==> config.mk <==
export PLATFORM = sky130hd
export DESIGN_NAME = indirect_transaction_queue_top_flat
export DESIGN_NICKNAME = d
export VERILOG_FILES = /design/src/hw/rtl/itq_pkg.sv /design/src/hw/rtl/itq_if.sv /design/src/hw/rtl/indirect_transaction_queue_top.sv /design/src/hw/rtl/itq_ram.sv /design/src/hw/rtl/itq_cfg.sv /design/src/hw/rtl/itq_ctrl.sv /design/src/flat_wrapper.sv
export SDC_FILE = /design/constraint.sdc
export NUM_CORES = 2
export LEC_CHECK = 0
export ABC_AREA = 0
export BUFFER_PORTS_ARGS = -buffer_cell sky130_fd_sc_hd__buf_2
export CAP_MARGIN = 30
export CELL_PAD_IN_SITES_DETAIL_PLACEMENT = 1
export CELL_PAD_IN_SITES_GLOBAL_PLACEMENT = 2
export CORE_MARGIN = 2
export CORE_UTILIZATION = 34
export CTS_CLUSTER_SIZE = 20
export DETAILED_ROUTE_END_ITERATION = 7
export PLACE_DENSITY = 0.63
export SLEW_MARGIN = 20
export SYNTH_ARGS = -nofsm -noshare
export SYNTH_HDL_FRONTEND = slang
export SYNTH_SLANG_ARGS = --single-unit
==> constraint.sdc <==
create_clock -name clk -period 11.56 [get_ports clk]
set_clock_uncertainty 0.15 [all_clocks]
set_input_delay 1.734 -clock clk [delete_from_list [all_inputs] [get_ports clk]]
set_output_delay 1.734 -clock clk [all_outputs]
set_load 0.01 [all_outputs]
==> src/hw/rtl/itq_pkg.sv <==
package itq_pkg;

  // Table size and kept buffer id bits.
  localparam int TABLE_DEPTH    = 8;
  localparam int BUFFER_ID_BITS = 8;

  localparam int SLOT_W   = (TABLE_DEPTH > 1) ? $clog2(TABLE_DEPTH) : 1;
  localparam int CNT_W    = $clog2(TABLE_DEPTH + 1);
  localparam int BUF_KEEP = (BUFFER_ID_BITS < 8) ? BUFFER_ID_BITS : 8;

  typedef logic [SLOT_W-1:0] slot_idx_t;
  typedef logic [CNT_W-1:0]  cnt_t;

  typedef enum logic [2:0] {
    OP_ADD     = 3'd0,
    OP_REQUEST = 3'd1,
    OP_QUERY   = 3'd2,
    OP_TICK    = 3'd3,
    OP_CLEAR   = 3'd4
  } op_t;

  typedef enum logic [2:0] {
    EV_ADDED    = 3'd0,
    EV_FULL     = 3'd1,
    EV_TRANSMIT = 3'd2,
    EV_NO_MATCH = 3'd3,
    EV_ANSWER   = 3'd4,
    EV_EXPIRED  = 3'd5,
    EV_FREED    = 3'd6,
    EV_DONE     = 3'd7
  } event_t;

  localparam logic [1:0] MODE_SHORT = 2'd1;
  localparam logic [1:0] MODE_LONG  = 2'd2;

  // One table entry as held in the slot memory.
  typedef struct packed {
    logic [15:0]         expiry;
    logic                ack;
    logic [7:0]          dsn;
    logic [7:0]          handle;
    logic [BUF_KEEP-1:0] buffer;
    logic [1:0]          mode;
    logic [63:0]         address;
  } slot_t;

  // Access from the sequencer to the slot memory.
  typedef struct packed {
    logic      we;
    slot_idx_t waddr;
    slot_t     wdata;
    logic      re;
    slot_idx_t raddr;
  } ram_req_t;

  typedef enum logic [3:0] {
    S_IDLE,
    S_ADD,
    S_SCAN,
    S_SCAN_LAST,
    S_SCAN_END,
    S_XMIT,
    S_TICK_SEL,
    S_TICK_CHK,
    S_CLR_SEL,
    S_CLR_EMIT,
    S_DONE
  } state_t;

endpackage

==> src/hw/rtl/itq_if.sv <==
// Command channel: one request per operation.
interface itq_cmd_if;
  logic        valid;
  logic        ready;
  logic [2:0]  operation;
  logic [63:0] address;
  logic [1:0]  address_mode;
  logic [7:0]  buffer_id;
  logic        ack_request;
  logic [7:0]  sequence_number;
  logic [7:0]  frame_handle;

  modport source (output valid, operation, address, address_mode, buffer_id, ack_request,
                  sequence_number, frame_handle, input ready);
  modport sink (input valid, operation, address, address_mode, buffer_id, ack_request,
                sequence_number, frame_handle, output ready);
endinterface

// Event channel: one or more results per request.
interface itq_evt_if;
  logic        valid;
  logic        ready;
  logic [2:0]  event_res;
  logic        found;
  logic [7:0]  out_buffer_id;
  logic [63:0] out_address;
  logic [1:0]  out_address_mode;
  logic        out_ack_request;
  logic [7:0]  out_sequence_number;
  logic [7:0]  out_handle;
  logic        set_frame_pending;
  logic        last;

  modport source (output valid, event_res, found, out_buffer_id, out_address,
                  out_address_mode, out_ack_request, out_sequence_number, out_handle,
                  set_frame_pending, last, input ready);
  modport sink (input valid, event_res, found, out_buffer_id, out_address,
                out_address_mode, out_ack_request, out_sequence_number, out_handle,
                set_frame_pending, last, output ready);
endinterface

==> src/hw/rtl/indirect_transaction_queue_top.sv <==
// Channel   Direction  Handshake      Carries
// cmd       in         valid/ready    operation and frame descriptor
// evt       out        valid/ready    one or more events per request, last marks the end
// apb       in         psel/penable   persist_time at address 0
//
// Requests are taken one at a time. A pending query or a data request walks
// the slot memory one entry a cycle through its single read port. Tick and
// clear pick entries by age rank and read one entry per visit. A full output
// register stalls tick and clear at each event and any request at its last event.
// Reset is synchronous and empties the table at once; no clearing pass.
module indirect_transaction_queue_top import itq_pkg::*; (
  input  logic        clk,
  input  logic        rst,
  itq_cmd_if.sink     cmd,
  itq_evt_if.source   evt,
  input  logic        psel,
  input  logic        penable,
  input  logic        pwrite,
  input  logic [2:0]  paddr,
  input  logic [31:0] pwdata,
  output logic [31:0] prdata,
  output logic        pready
);

  logic [15:0] persist_time;
  ram_req_t    ram_req;
  slot_t       ram_rdata;

  itq_cfg u_cfg (
    .clk          (clk),
    .rst          (rst),
    .psel         (psel),
    .penable      (penable),
    .pwrite       (pwrite),
    .paddr        (paddr),
    .pwdata       (pwdata),
    .prdata       (prdata),
    .pready       (pready),
    .persist_time (persist_time)
  );

  itq_ram #(
    .DATA_W ($bits(slot_t)),
    .DEPTH  (TABLE_DEPTH),
    .ADDR_W (SLOT_W)
  ) u_ram (
    .clk   (clk),
    .we    (ram_req.we),
    .waddr (ram_req.waddr),
    .wdata (ram_req.wdata),
    .re    (ram_req.re),
    .raddr (ram_req.raddr),
    .rdata (ram_rdata)
  );

  itq_ctrl u_ctrl (
    .clk          (clk),
    .rst          (rst),
    .cmd          (cmd),
    .evt          (evt),
    .persist_time (persist_time),
    .ram_req      (ram_req),
    .ram_rdata    (ram_rdata)
  );

endmodule

==> src/hw/rtl/itq_ram.sv <==
module itq_ram #(
  parameter int DATA_W = 8,
  parameter int DEPTH  = 8,
  parameter int ADDR_W = 3
) (
  input  logic              clk,
  input  logic              we,
  input  logic [ADDR_W-1:0] waddr,
  input  logic [DATA_W-1:0] wdata,
  input  logic              re,
  input  logic [ADDR_W-1:0] raddr,
  output logic [DATA_W-1:0] rdata
);

  logic [DATA_W-1:0] mem [DEPTH];

  // Single write port and a registered read port.
  always_ff @(posedge clk) begin
    if (we) begin
      mem[waddr] <= wdata;
    end
    if (re) begin
      rdata <= mem[raddr];
    end
  end

endmodule

==> src/hw/rtl/itq_cfg.sv <==
module itq_cfg import itq_pkg::*; (
  input  logic        clk,
  input  logic        rst,
  input  logic        psel,
  input  logic        penable,
  input  logic        pwrite,
  input  logic [2:0]  paddr,
  input  logic [31:0] pwdata,
  output logic [31:0] prdata,
  output logic        pready,
  output logic [15:0] persist_time
);

  logic wr_hit;

  assign pready = 1'b1;
  assign wr_hit = psel && penable && pwrite && (paddr == 3'd0);

  // The persistence register sits at address zero.
  always_ff @(posedge clk) begin
    if (rst) begin
      persist_time <= '0;
    end else if (wr_hit) begin
      persist_time <= pwdata[15:0];
    end
  end

  assign prdata = (paddr == 3'd0) ? {16'd0, persist_time} : 32'd0;

endmodule

==> src/hw/rtl/itq_ctrl.sv <==
module itq_ctrl import itq_pkg::*; (
  input  logic        clk,
  input  logic        rst,
  itq_cmd_if.sink     cmd,
  itq_evt_if.source   evt,
  input  logic [15:0] persist_time,
  output ram_req_t    ram_req,
  input  slot_t       ram_rdata
);

  state_t state, state_next;

  // Latched request.
  op_t         op;
  logic [63:0] addr;
  logic [1:0]  mode;
  logic [7:0]  buf_id;
  logic        ack;
  logic [7:0]  dsn;
  logic [7:0]  handle;

  // Slot bookkeeping held in flops.
  logic [TABLE_DEPTH-1:0] valid;
  slot_idx_t              rank [TABLE_DEPTH];

  // Walk registers.
  slot_idx_t idx, idx_next;
  slot_idx_t prev, prev_next;
  logic      pend, pend_next;
  logic      best_found, best_found_next;
  slot_idx_t best_slot, best_slot_next;
  cnt_t      r, r_next;
  slot_idx_t cur, cur_next;

  // Table updates and result load.
  logic      add_en, remove_en;
  slot_idx_t remove_slot;
  logic      emit, can_emit, carry, found_n, fp_n, last_n;
  event_t    ev_n;

  cnt_t      count, target;
  logic      full;
  slot_idx_t free_slot, hit_slot;
  logic      hit, match, better;

  assign cmd.ready = (state == S_IDLE);
  assign can_emit  = !evt.valid || evt.ready;

  // Occupancy and the first free slot.
  always_comb begin
    count     = '0;
    free_slot = '0;
    for (int i = TABLE_DEPTH - 1; i >= 0; i--) begin
      count = count + cnt_t'(valid[i]);
      if (!valid[i]) begin
        free_slot = slot_idx_t'(i);
      end
    end
    full = &valid;
  end

  // Slot holding a given age rank.
  assign target = (state == S_CLR_SEL) ? count - cnt_t'(1) : r;
  always_comb begin
    hit      = 1'b0;
    hit_slot = '0;
    for (int i = 0; i < TABLE_DEPTH; i++) begin
      if (valid[i] && (cnt_t'(rank[i]) == target)) begin
        hit      = 1'b1;
        hit_slot = slot_idx_t'(i);
      end
    end
  end

  // Address compare of the entry read in the previous cycle.
  always_comb begin
    if (mode == MODE_LONG) begin
      match = valid[prev] && (ram_rdata.address == addr);
    end else if (mode == MODE_SHORT) begin
      match = valid[prev] && (ram_rdata.address[15:0] == addr[15:0]);
    end else begin
      match = 1'b0;
    end
    better = !best_found || (rank[prev] < rank[best_slot]);
  end

  // Sequencer.
  always_comb begin
    state_next      = state;
    idx_next        = idx;
    prev_next       = prev;
    pend_next       = pend;
    best_found_next = best_found;
    best_slot_next  = best_slot;
    r_next          = r;
    cur_next        = cur;
    ram_req         = '0;
    ram_req.raddr   = idx;
    ram_req.wdata   = ram_rdata;
    add_en          = 1'b0;
    remove_en       = 1'b0;
    remove_slot     = cur;
    emit            = 1'b0;
    ev_n            = EV_DONE;
    found_n         = 1'b0;
    carry           = 1'b0;
    fp_n            = 1'b0;
    last_n          = 1'b1;
    unique case (state)
      S_IDLE: begin
        if (cmd.valid) begin
          pend_next       = 1'b0;
          best_found_next = 1'b0;
          idx_next        = '0;
          r_next          = '0;
          unique case (op_t'(cmd.operation))
            OP_ADD:              state_next = S_ADD;
            OP_REQUEST, OP_QUERY: state_next = S_SCAN;
            OP_TICK:             state_next = S_TICK_SEL;
            OP_CLEAR:            state_next = S_CLR_SEL;
            default:             state_next = S_DONE;
          endcase
        end
      end
      S_ADD: begin
        if (can_emit) begin
          emit       = 1'b1;
          state_next = S_IDLE;
          if (full) begin
            ev_n = EV_FULL;
          end else begin
            ev_n                  = EV_ADDED;
            fp_n                  = 1'b1;
            add_en                = 1'b1;
            ram_req.we            = 1'b1;
            ram_req.waddr         = free_slot;
            ram_req.wdata.expiry  = persist_time;
            ram_req.wdata.ack     = ack;
            ram_req.wdata.dsn     = dsn;
            ram_req.wdata.handle  = handle;
            ram_req.wdata.buffer  = buf_id[BUF_KEEP-1:0];
            ram_req.wdata.mode    = mode;
            ram_req.wdata.address = addr;
          end
        end
      end
      S_SCAN, S_SCAN_LAST: begin
        if (pend && match && better) begin
          best_found_next = 1'b1;
          best_slot_next  = prev;
        end
        if (state == S_SCAN) begin
          ram_req.re = 1'b1;
          prev_next  = idx;
          pend_next  = 1'b1;
          if (idx == slot_idx_t'(TABLE_DEPTH - 1)) begin
            state_next = S_SCAN_LAST;
          end else begin
            idx_next = idx + slot_idx_t'(1);
          end
        end else begin
          state_next = S_SCAN_END;
        end
      end
      S_SCAN_END: begin
        if (op == OP_QUERY) begin
          if (can_emit) begin
            emit       = 1'b1;
            ev_n       = EV_ANSWER;
            found_n    = best_found;
            state_next = S_IDLE;
          end
        end else if (!best_found) begin
          if (can_emit) begin
            emit       = 1'b1;
            ev_n       = EV_NO_MATCH;
            state_next = S_IDLE;
          end
        end else begin
          ram_req.re    = 1'b1;
          ram_req.raddr = best_slot;
          state_next    = S_XMIT;
        end
      end
      S_XMIT: begin
        if (can_emit) begin
          emit        = 1'b1;
          ev_n        = EV_TRANSMIT;
          found_n     = 1'b1;
          carry       = 1'b1;
          remove_en   = 1'b1;
          remove_slot = best_slot;
          state_next  = S_IDLE;
        end
      end
      S_TICK_SEL: begin
        if (!hit) begin
          state_next = S_DONE;
        end else begin
          ram_req.re    = 1'b1;
          ram_req.raddr = hit_slot;
          cur_next      = hit_slot;
          state_next    = S_TICK_CHK;
        end
      end
      S_TICK_CHK: begin
        if (ram_rdata.expiry == 16'd0) begin
          if (can_emit) begin
            emit       = 1'b1;
            ev_n       = EV_EXPIRED;
            carry      = 1'b1;
            last_n     = 1'b0;
            remove_en  = 1'b1;
            state_next = S_TICK_SEL;
          end
        end else begin
          ram_req.we           = 1'b1;
          ram_req.waddr        = cur;
          ram_req.wdata.expiry = ram_rdata.expiry - 16'd1;
          r_next               = r + cnt_t'(1);
          state_next           = S_TICK_SEL;
        end
      end
      S_CLR_SEL: begin
        if ((count == '0) || !hit) begin
          state_next = S_DONE;
        end else begin
          ram_req.re    = 1'b1;
          ram_req.raddr = hit_slot;
          cur_next      = hit_slot;
          state_next    = S_CLR_EMIT;
        end
      end
      S_CLR_EMIT: begin
        if (can_emit) begin
          emit       = 1'b1;
          ev_n       = EV_FREED;
          carry      = 1'b1;
          last_n     = 1'b0;
          remove_en  = 1'b1;
          state_next = S_CLR_SEL;
        end
      end
      S_DONE: begin
        if (can_emit) begin
          emit       = 1'b1;
          state_next = S_IDLE;
        end
      end
      default: state_next = S_IDLE;
    endcase
  end

  // Control state.
  always_ff @(posedge clk) begin
    if (rst) begin
      state <= S_IDLE;
      valid <= '0;
    end else begin
      state <= state_next;
      if (add_en) begin
        valid[free_slot] <= 1'b1;
      end
      if (remove_en) begin
        valid[remove_slot] <= 1'b0;
      end
    end
  end

  // Age ranks close the gap left by a removed entry.
  always_ff @(posedge clk) begin
    if (add_en) begin
      rank[free_slot] <= slot_idx_t'(count);
    end
    if (remove_en) begin
      for (int i = 0; i < TABLE_DEPTH; i++) begin
        if (valid[i] && (rank[i] > rank[remove_slot])) begin
          rank[i] <= rank[i] - slot_idx_t'(1);
        end
      end
    end
  end

  // Walk registers and the latched request.
  always_ff @(posedge clk) begin
    idx        <= idx_next;
    prev       <= prev_next;
    pend       <= pend_next;
    best_found <= best_found_next;
    best_slot  <= best_slot_next;
    r          <= r_next;
    cur        <= cur_next;
    if (cmd.valid && cmd.ready) begin
      op     <= op_t'(cmd.operation);
      addr   <= cmd.address;
      mode   <= cmd.address_mode;
      buf_id <= cmd.buffer_id;
      ack    <= cmd.ack_request;
      dsn    <= cmd.sequence_number;
      handle <= cmd.frame_handle;
    end
  end

  // Output register.
  always_ff @(posedge clk) begin
    if (rst) begin
      evt.valid <= 1'b0;
    end else if (emit) begin
      evt.valid <= 1'b1;
    end else if (evt.ready) begin
      evt.valid <= 1'b0;
    end
  end

  always_ff @(posedge clk) begin
    if (emit) begin
      evt.event_res           <= ev_n;
      evt.found               <= found_n;
      evt.set_frame_pending   <= fp_n;
      evt.last                <= last_n;
      evt.out_buffer_id       <= carry ? 8'(ram_rdata.buffer) : 8'd0;
      evt.out_address         <= carry ? ram_rdata.address : 64'd0;
      evt.out_address_mode    <= carry ? ram_rdata.mode : 2'd0;
      evt.out_ack_request     <= carry ? ram_rdata.ack : 1'b0;
      evt.out_sequence_number <= carry ? ram_rdata.dsn : 8'd0;
      evt.out_handle          <= carry ? ram_rdata.handle : 8'd0;
    end
  end

endmodule
==> src/flat_wrapper.sv <==
// flat-port wrapper written by rule: the top's interface ports become plain ports
module indirect_transaction_queue_top_flat import itq_pkg::*;
  (clk, rst, psel, penable, pwrite, paddr, pwdata, prdata, pready, cmd_valid, cmd_operation, cmd_address, cmd_address_mode, cmd_buffer_id, cmd_ack_request, cmd_sequence_number, cmd_frame_handle, cmd_ready, evt_valid, evt_event_res, evt_found, evt_out_buffer_id, evt_out_address, evt_out_address_mode, evt_out_ack_request, evt_out_sequence_number, evt_out_handle, evt_set_frame_pending, evt_last, evt_ready);
  itq_cmd_if cmd_i ();
  itq_evt_if evt_i ();
  input  logic clk;
  input  logic rst;
  input  logic psel;
  input  logic penable;
  input  logic pwrite;
  input  logic [2:0] paddr;
  input  logic [31:0] pwdata;
  output logic [31:0] prdata;
  output logic pready;
  input wire logic [$bits(cmd_i.valid)-1:0] cmd_valid;
  input wire logic [$bits(cmd_i.operation)-1:0] cmd_operation;
  input wire logic [$bits(cmd_i.address)-1:0] cmd_address;
  input wire logic [$bits(cmd_i.address_mode)-1:0] cmd_address_mode;
  input wire logic [$bits(cmd_i.buffer_id)-1:0] cmd_buffer_id;
  input wire logic [$bits(cmd_i.ack_request)-1:0] cmd_ack_request;
  input wire logic [$bits(cmd_i.sequence_number)-1:0] cmd_sequence_number;
  input wire logic [$bits(cmd_i.frame_handle)-1:0] cmd_frame_handle;
  output wire logic [$bits(cmd_i.ready)-1:0] cmd_ready;
  output wire logic [$bits(evt_i.valid)-1:0] evt_valid;
  output wire logic [$bits(evt_i.event_res)-1:0] evt_event_res;
  output wire logic [$bits(evt_i.found)-1:0] evt_found;
  output wire logic [$bits(evt_i.out_buffer_id)-1:0] evt_out_buffer_id;
  output wire logic [$bits(evt_i.out_address)-1:0] evt_out_address;
  output wire logic [$bits(evt_i.out_address_mode)-1:0] evt_out_address_mode;
  output wire logic [$bits(evt_i.out_ack_request)-1:0] evt_out_ack_request;
  output wire logic [$bits(evt_i.out_sequence_number)-1:0] evt_out_sequence_number;
  output wire logic [$bits(evt_i.out_handle)-1:0] evt_out_handle;
  output wire logic [$bits(evt_i.set_frame_pending)-1:0] evt_set_frame_pending;
  output wire logic [$bits(evt_i.last)-1:0] evt_last;
  input wire logic [$bits(evt_i.ready)-1:0] evt_ready;
  assign cmd_i.valid = cmd_valid;
  assign cmd_i.operation = cmd_operation;
  assign cmd_i.address = cmd_address;
  assign cmd_i.address_mode = cmd_address_mode;
  assign cmd_i.buffer_id = cmd_buffer_id;
  assign cmd_i.ack_request = cmd_ack_request;
  assign cmd_i.sequence_number = cmd_sequence_number;
  assign cmd_i.frame_handle = cmd_frame_handle;
  assign cmd_ready = cmd_i.ready;
  assign evt_valid = evt_i.valid;
  assign evt_event_res = evt_i.event_res;
  assign evt_found = evt_i.found;
  assign evt_out_buffer_id = evt_i.out_buffer_id;
  assign evt_out_address = evt_i.out_address;
  assign evt_out_address_mode = evt_i.out_address_mode;
  assign evt_out_ack_request = evt_i.out_ack_request;
  assign evt_out_sequence_number = evt_i.out_sequence_number;
  assign evt_out_handle = evt_i.out_handle;
  assign evt_set_frame_pending = evt_i.set_frame_pending;
  assign evt_last = evt_i.last;
  assign evt_i.ready = evt_ready;
  indirect_transaction_queue_top u_core (.clk(clk), .rst(rst), .cmd(cmd_i), .evt(evt_i), .psel(psel), .penable(penable), .pwrite(pwrite), .paddr(paddr), .pwdata(pwdata), .prdata(prdata), .pready(pready));
endmodule
### Word-level counts from Yosys, hierarchy flattened

Memory sizes are Yosys's and may differ from the RTL's. A register that Yosys moved wholly into a read port is not among the register bits.
Index checks and enable logic that the tools add are counted.

* register bits: 238
* bits in latches: 0
* RAM bits: 880
* ROM bits: 0
* input bits: 136
* output and inout bits: 132
* memories kept: 2

Memory list
* u_core.u_ram.mem: words 8, bits a word 107, rd ports 1, clocked after Yosys merged registers in 1, write ports 1, RTL line itq_ram.sv:15 `logic [DATA_W-1:0] mem [DEPTH];`
* u_core.u_ctrl.rank: words 8, bits a word 3, rd ports 11, clocked after Yosys merged registers in 2, write ports 8, RTL line itq_ctrl.sv:24 `slot_idx_t rank [TABLE_DEPTH];`

* add/subtract/negate cells: 19
* multipliers: 0
* divide/modulo/power cells: 0
* order comparisons: 14
* equality and inequality tests: 38
* shift-type cells: 0
* mux-type cells: 139
* bitwise logic cells: 3
* reduce and logical (&&, ||, !) cells: 56

Operators with widths (count)
* $mux 111: 2
* $mux 91: 1
* $mux 3: 30
* $mux 4: 17
* $eq 64x64->1: 1
* $mux 1: 62
* $pmux 20 s2: 1
* $eq 3x4->1: 8
* $pmux 4 s8: 1
* $logic_and 1x1->1: 26
* $gt 3x3->1: 8
* $mux 8: 3
* $sub 3x1->3 const B: 8
* $mux 20: 1
* $add 4x1->4: 4
* $eq 16x16->1: 1
* $eq 4x3->1 const B: 4
* $logic_not 16->1: 1
* $mux 16: 1
* $ne 2x2->1 const B: 8
* $pmux 4 s4: 1
* $sub 16x1->16 const B: 1
* $pmux 3 s5: 1
* $eq 4x4->1 const B: 3
* other kinds (41): 75

### Longest topological paths before layout

* depth in word-level cells: 23
* mapped depth: 23
* gate-level depth less buffers: 19

### Modules after synthesis

From an unflattened synthesis, not the netlist that was laid out.

* cells, all modules: 2836
* area, all modules: 50623.6 µm²

By module, submodules not included
* itq_ram: times used 1, cells each 1357, area each 35397.7 µm²
* itq_ctrl: times used 1, cells each 1372, area each 14226.1 µm²
* itq_cfg: times used 1, cells each 107, area each 999.7 µm²

### Worst setup path before layout

No wires, ideal clock.

* path type: in2reg
* start point: in evt_ready
* end point: mem u_core.u_ram.mem[6][0] (netlist name), enable pin
* arrival: 10.391 ns
* required time: 10.706 ns
* slack: 0.316 ns
* stages on the path: 9
* path buffers: 1
* cells stage by stage: nor2b_1 > clkbuf_1 > a41oi_1 > nand3_1 > inv_1 > nand2_1 > nor4_1 > a21oi_1 > nor3_1

* word-level cells in the longest chain between the ends: 5

RTL lines
* from (decl): RTL line flat_wrapper.sv:35 `input wire logic [$bits(evt_i.ready)-1:0] evt_ready;`
* $logic_or 1x1->1 (*): RTL line itq_ctrl.sv:47 `assign can_emit = !evt.valid || evt.ready;`
* $mux 111 (*): RTL line itq_ctrl.sv:126 `if (can_emit) begin`
* $pmux 20 s2 (*): RTL line itq_ctrl.sv:109 `unique case (state)`
* $mux 1: RTL line itq_ram.sv:19 `if (we) begin`
* $mux 1 (implied by the code): RTL line itq_ram.sv:20 `mem[waddr] <= wdata;`
* to (decl): RTL line itq_ram.sv:15

Mark *: on every way between the ends. The rest lies on a longest branch, timed or not.

### Final worst setup path

* start point: reg u_core.u_ctrl.valid[1]
* end point: reg u_core.u_ram.rdata[82], read port of u_core.u_ram.mem, data pin

* word-level cells in the longest chain between the ends: 18
* elaborated cells between the ends (all ways): 42
* classes of those cells: 3 x add/sub; 8 x eq/ne; 20 x mux; 11 x reduce/logical

RTL lines
* from (decl): RTL line itq_ctrl.sv:23 `logic [TABLE_DEPTH-1:0] valid;`
* from (signal assigned): RTL line itq_ctrl.sv:258 `valid <= '0;`
* from (signal, indexed assignment): RTL line itq_ctrl.sv:262 `valid[free_slot] <= 1'b1;`
* from (signal, indexed assignment): RTL line itq_ctrl.sv:265 `valid[remove_slot] <= 1'b0;`
* $add 4x1->4 (2 in a row): RTL line itq_ctrl.sv:54 `count = count + cnt_t'(valid[i]);`
* $sub 4x1->4: RTL line itq_ctrl.sv:63 `assign target = (state == S_CLR_SEL) ? count - cnt_t'(1) : r;`
* $mux 4: RTL line itq_ctrl.sv:63
* $eq 3x4->1: RTL line itq_ctrl.sv:68 `if (valid[i] && (cnt_t'(rank[i]) == target)) begin`
* $logic_and 1x1->1: RTL line itq_ctrl.sv:68
* $mux 1 (8 in a row): RTL line itq_ctrl.sv:68
* $logic_not 1->1: RTL line itq_ctrl.sv:225 `if ((count == '0) || !hit) begin`
* $logic_or 1x1->1: RTL line itq_ctrl.sv:225
* $mux 4: RTL line itq_ctrl.sv:225
* $pmux 1 s4 or $pmux 3 s3 (tied branches): RTL line itq_ctrl.sv:109
* to (decl): RTL line itq_ram.sv:12 `output logic [DATA_W-1:0] rdata`

Parallel ways exist; a longest one is shown, timed or not.
A chain may end at the register's enable or synchronous reset.

==> results.json <==
{
  "status": "complete, no violations",
  "synth_top_area_share_pct": 68.82,
  "cts.clk_slew.worst_paths_ps": 50,
  "antenna_cells": 0,
  "synthToLayoutAreaGrowth_pct": 15.22,
  "grt_overflow": 0,
  "synth.top_cells.by_count": "1196 x edfxtp_1, 650 x mux2i_1, 390 x nand2_1",
  "fmax_mhz": 117.4,
  "synth.largest_area_cell": "edfxtp_1",
  "syn_area_per_cell_um2": 15.78,
  "rsz0062_at_grt": "no",
  "antenna_found_initial": 9,
  "timing.final.crit_share_pct": 73.70,
  "clockPowerShare_pct": 27.0,
  "synth_top_flop_cell": "edfxtp_1",
  "worstPathRequired_ps": 11900,
  "hold_viol": 0,
  "via_per_inst": 4.975,
  "start_kind": "register",
  "worst_pin_slew_ps": 997.9,
  "yosysSeqAreaShare_pct": 70.16,
  "dp_hpwl_mm": 77.14,
  "io_pins": 268,
  "drive_gt1_share_pct": 17.14,
  "start_util_pct": 34.27,
  "clk_path_buf_depth": 3,
  "p_per_area_mw_per_mm2": 261.9,
  "power_frac_seq_pct": 42.8,
  "end_kind": "register",
  "fin_ws_ps": 3040,
  "ant_nets": 0,
  "ctsHoldBuffers": 0,
  "final_util_pct": 39.49,
  "maxSlewHeadroom_pct": 33.47,
  "post_cts_buffers": 0,
  "power.internal_mw": 10.56,
  "die_w_um": 395.8,
  "p_sw_share_pct": 32.92,
  "place_ws_ps": 2954,
  "cts-root-buf": "clkbuf_16",
  "wirelength_mm": 138.7,
  "p_comb_share_pct": 30.1,
  "async_reset_ff_share_pct": 0,
  "setup_viol": 0,
  "drtPass1Iterations": 5,
  "syn_area_mm2": 0.05219,
  "clock_latency_ps": 770,
  "gp_congestion": 0.7891,
  "cts_tree": "yes",
  "ys_ff_latch": 1231,
  "finish.net_count": 3762,
  "grt_max_degree": 115,
  "portBuffers": 234,
  "synth_cell_types": 82,
  "max_cap_violations": 0,
  "dp_cells": 5462,
  "crit_type": "reg2reg",
  "die-area_mm2": 0.1566,
  "grt_pass1_vias": 29830,
  "cp.arrival_ps": 8860,
  "p_sw_mw": 5.184,
  "ys_warn_count": 0,
  "synth_edf_count": 1196,
  "fin_tns_setup_ps": 0,
  "min_period_ps": 8520,
  "leakage_nw": 22.18,
  "remaining_drc_errors": 0,
  "synth_most_common_cell": "edfxtp_1",
  "grt_pass1_wl_mm": 203.7,
  "synth_area_leaders": "edfxtp_1 69%, mux2i_1 12%, nand2_1 2.8%",
  "fp.dieH_um": 395.8,
  "placement_rows": 143,
  "ctsResizeCount": 0,
  "cts_inserted_buffers": 141,
  "crit_path_max_fanout": 34,
  "wl_per_cell_um": 24.28,
  "track_usage_pct": 17.59,
  "netlist_instances": 3307,
  "cts.sinks": 1231,
  "hold_path_class": "reg2reg",
  "peakVddDrop_mv": 0.2415,
  "cts_max_level": 4,
  "coreArea_mm2": 0.1523,
  "dr.first_iter.drc_count": 1687,
  "stdcell_count": 5712,
  "num_vias": 28420,
  "report.final.slew_viol_count": 0
}
## layer usage
metal	track usage, %	part of all wire, %
met1	24.11	46
met2	29.20	48
met3	2.569	3.5
met4	4.631	2.1
met5	0	0.0094
## flip-flops by register name, summed over array words and instances, names as in the netlist, 2 cells and up, named ones only
| signal | count |
|---|---|
| u_core.u_ctrl.evt.out_address_mode | 2 |
| u_core.u_ctrl.rank | 24 |
| u_core.u_ctrl.state | 4 |
| u_core.u_ram.mem | 856 |
| u_core.u_ctrl.addr | 64 |
| u_core.u_cfg.persist_time | 16 |
| u_core.u_ctrl.dsn | 8 |
| u_core.u_ctrl.handle | 8 |
| u_core.u_ctrl.op | 3 |
| u_core.u_ctrl.prev | 3 |
| u_core.u_ctrl.evt.out_sequence_number | 8 |
| u_core.u_ctrl.evt.out_address | 64 |
| u_core.u_ctrl.evt.out_handle | 8 |
| u_core.u_ctrl.r | 4 |
| u_core.u_ctrl.mode | 2 |
| u_core.u_ram.rdata | 107 |
| u_core.u_ctrl.valid | 8 |
| u_core.u_ctrl.cur | 3 |
| u_core.u_ctrl.evt.event_res | 3 |
| u_core.u_ctrl.buf_id | 8 |
| u_core.u_ctrl.evt.out_buffer_id | 8 |
| u_core.u_ctrl.best_slot | 3 |
| u_core.u_ctrl.idx | 3 |
## worst paths after layout
| path | from | to | slack [ps] | cells past startpoint |
|---|---|---|---|---|
| max | u_core.u_ctrl.valid[1] | u_core.u_ram.rdata[82] | 3040 | 21 |
| min | u_core.u_cfg.persist_time[6] | u_core.u_cfg.persist_time[6] | 340 | 2 |
| max reg2reg | u_core.u_ctrl.valid[1] | u_core.u_ram.rdata[82] | 3040 | 21 |
| min reg2reg | u_core.u_cfg.persist_time[6] | u_core.u_cfg.persist_time[6] | 340 | 2 |
## layout make-up
cell class | count | area (um2)
Fill cell | 15220 | 92130
Sequential cell | 1231 | 36620
Multi-Input combinational cell | 1870 | 14590
Clock buffer | 172 | 3666
Tap cell | 2030 | 2540
Timing Repair Buffer | 287 | 1817
Clock inverter | 75 | 708.2
Inverter | 47 | 188.9
## cell families after synthesis
group                      after synthesis  share of synthesized area, %
and+or+nand+nor                        716                         6.399
DFF                                   1231                         70.16
other                                    2                       0.01439
adders and majority gates               48                         1.208
buffers and inverters                  221                         2.249
xor gates and xnor gates                95                         1.623
AOI/OAI and AO/OA                      214                         2.740
muxes                                  780                         15.61
## power by group through the flow
stage	logic (mW)	registers, mW	clock network [mW]
floorplan	3.30	6.77	0
global placement	4.75	6.83	0
detailed placement	4.81	6.83	0
CTS	4.84	6.76	4.38
global route	5.19	6.81	4.54
finish	4.74	6.74	4.26
## cells in the final DEF (no fill, tap or decap), types with 52 or more instances in the layout
cell | netlist | final
o21ai_0 | 63 | 63
mux2i_1 | 650 | 649
and2_1 | 107 | 107
buf_2 | 56 | 234
a21oi_1 | 52 | 52
nand2_1 | 390 | 390
clkbuf_16 | 0 | 142
nor2_1 | 68 | 60
mux2_2 | 113 | 113
edfxtp_1 | 1196 | 1196
## stage by stage
step / hold WS, ps / cell area (um2) / total power [mW]
after floorplan: 294.4 / 52240 / 10.07
after global placement: 318.4 / 55570 / 11.58
after detailed placement: 330.1 / 55690 / 11.65
after CTS: 340.1 / 60070 / 15.98
after global routing: 365.4 / 60130 / 16.54
final: 339.7 / 60130 / 15.74
## worst max-delay path: stages (launching register included)
cell and delay (ps):
dfxtp_1 570, inv_1 180, fa_1 550, fa_1 430
fa_1 490, inv_1 40, ha_1 210, fa_1 940
inv_1 140, ha_1 230, xor3_1 260, mux2i_2 440
xnor2_1 230, nor4_4 100, o41ai_1 550, o21ai_1 200
a221oi_4 630, buf_4 640, buf_4 560, mux2i_1 260
mux2i_1 90, mux2_2 300
Note: power is estimated with default switching activity, not from simulation.
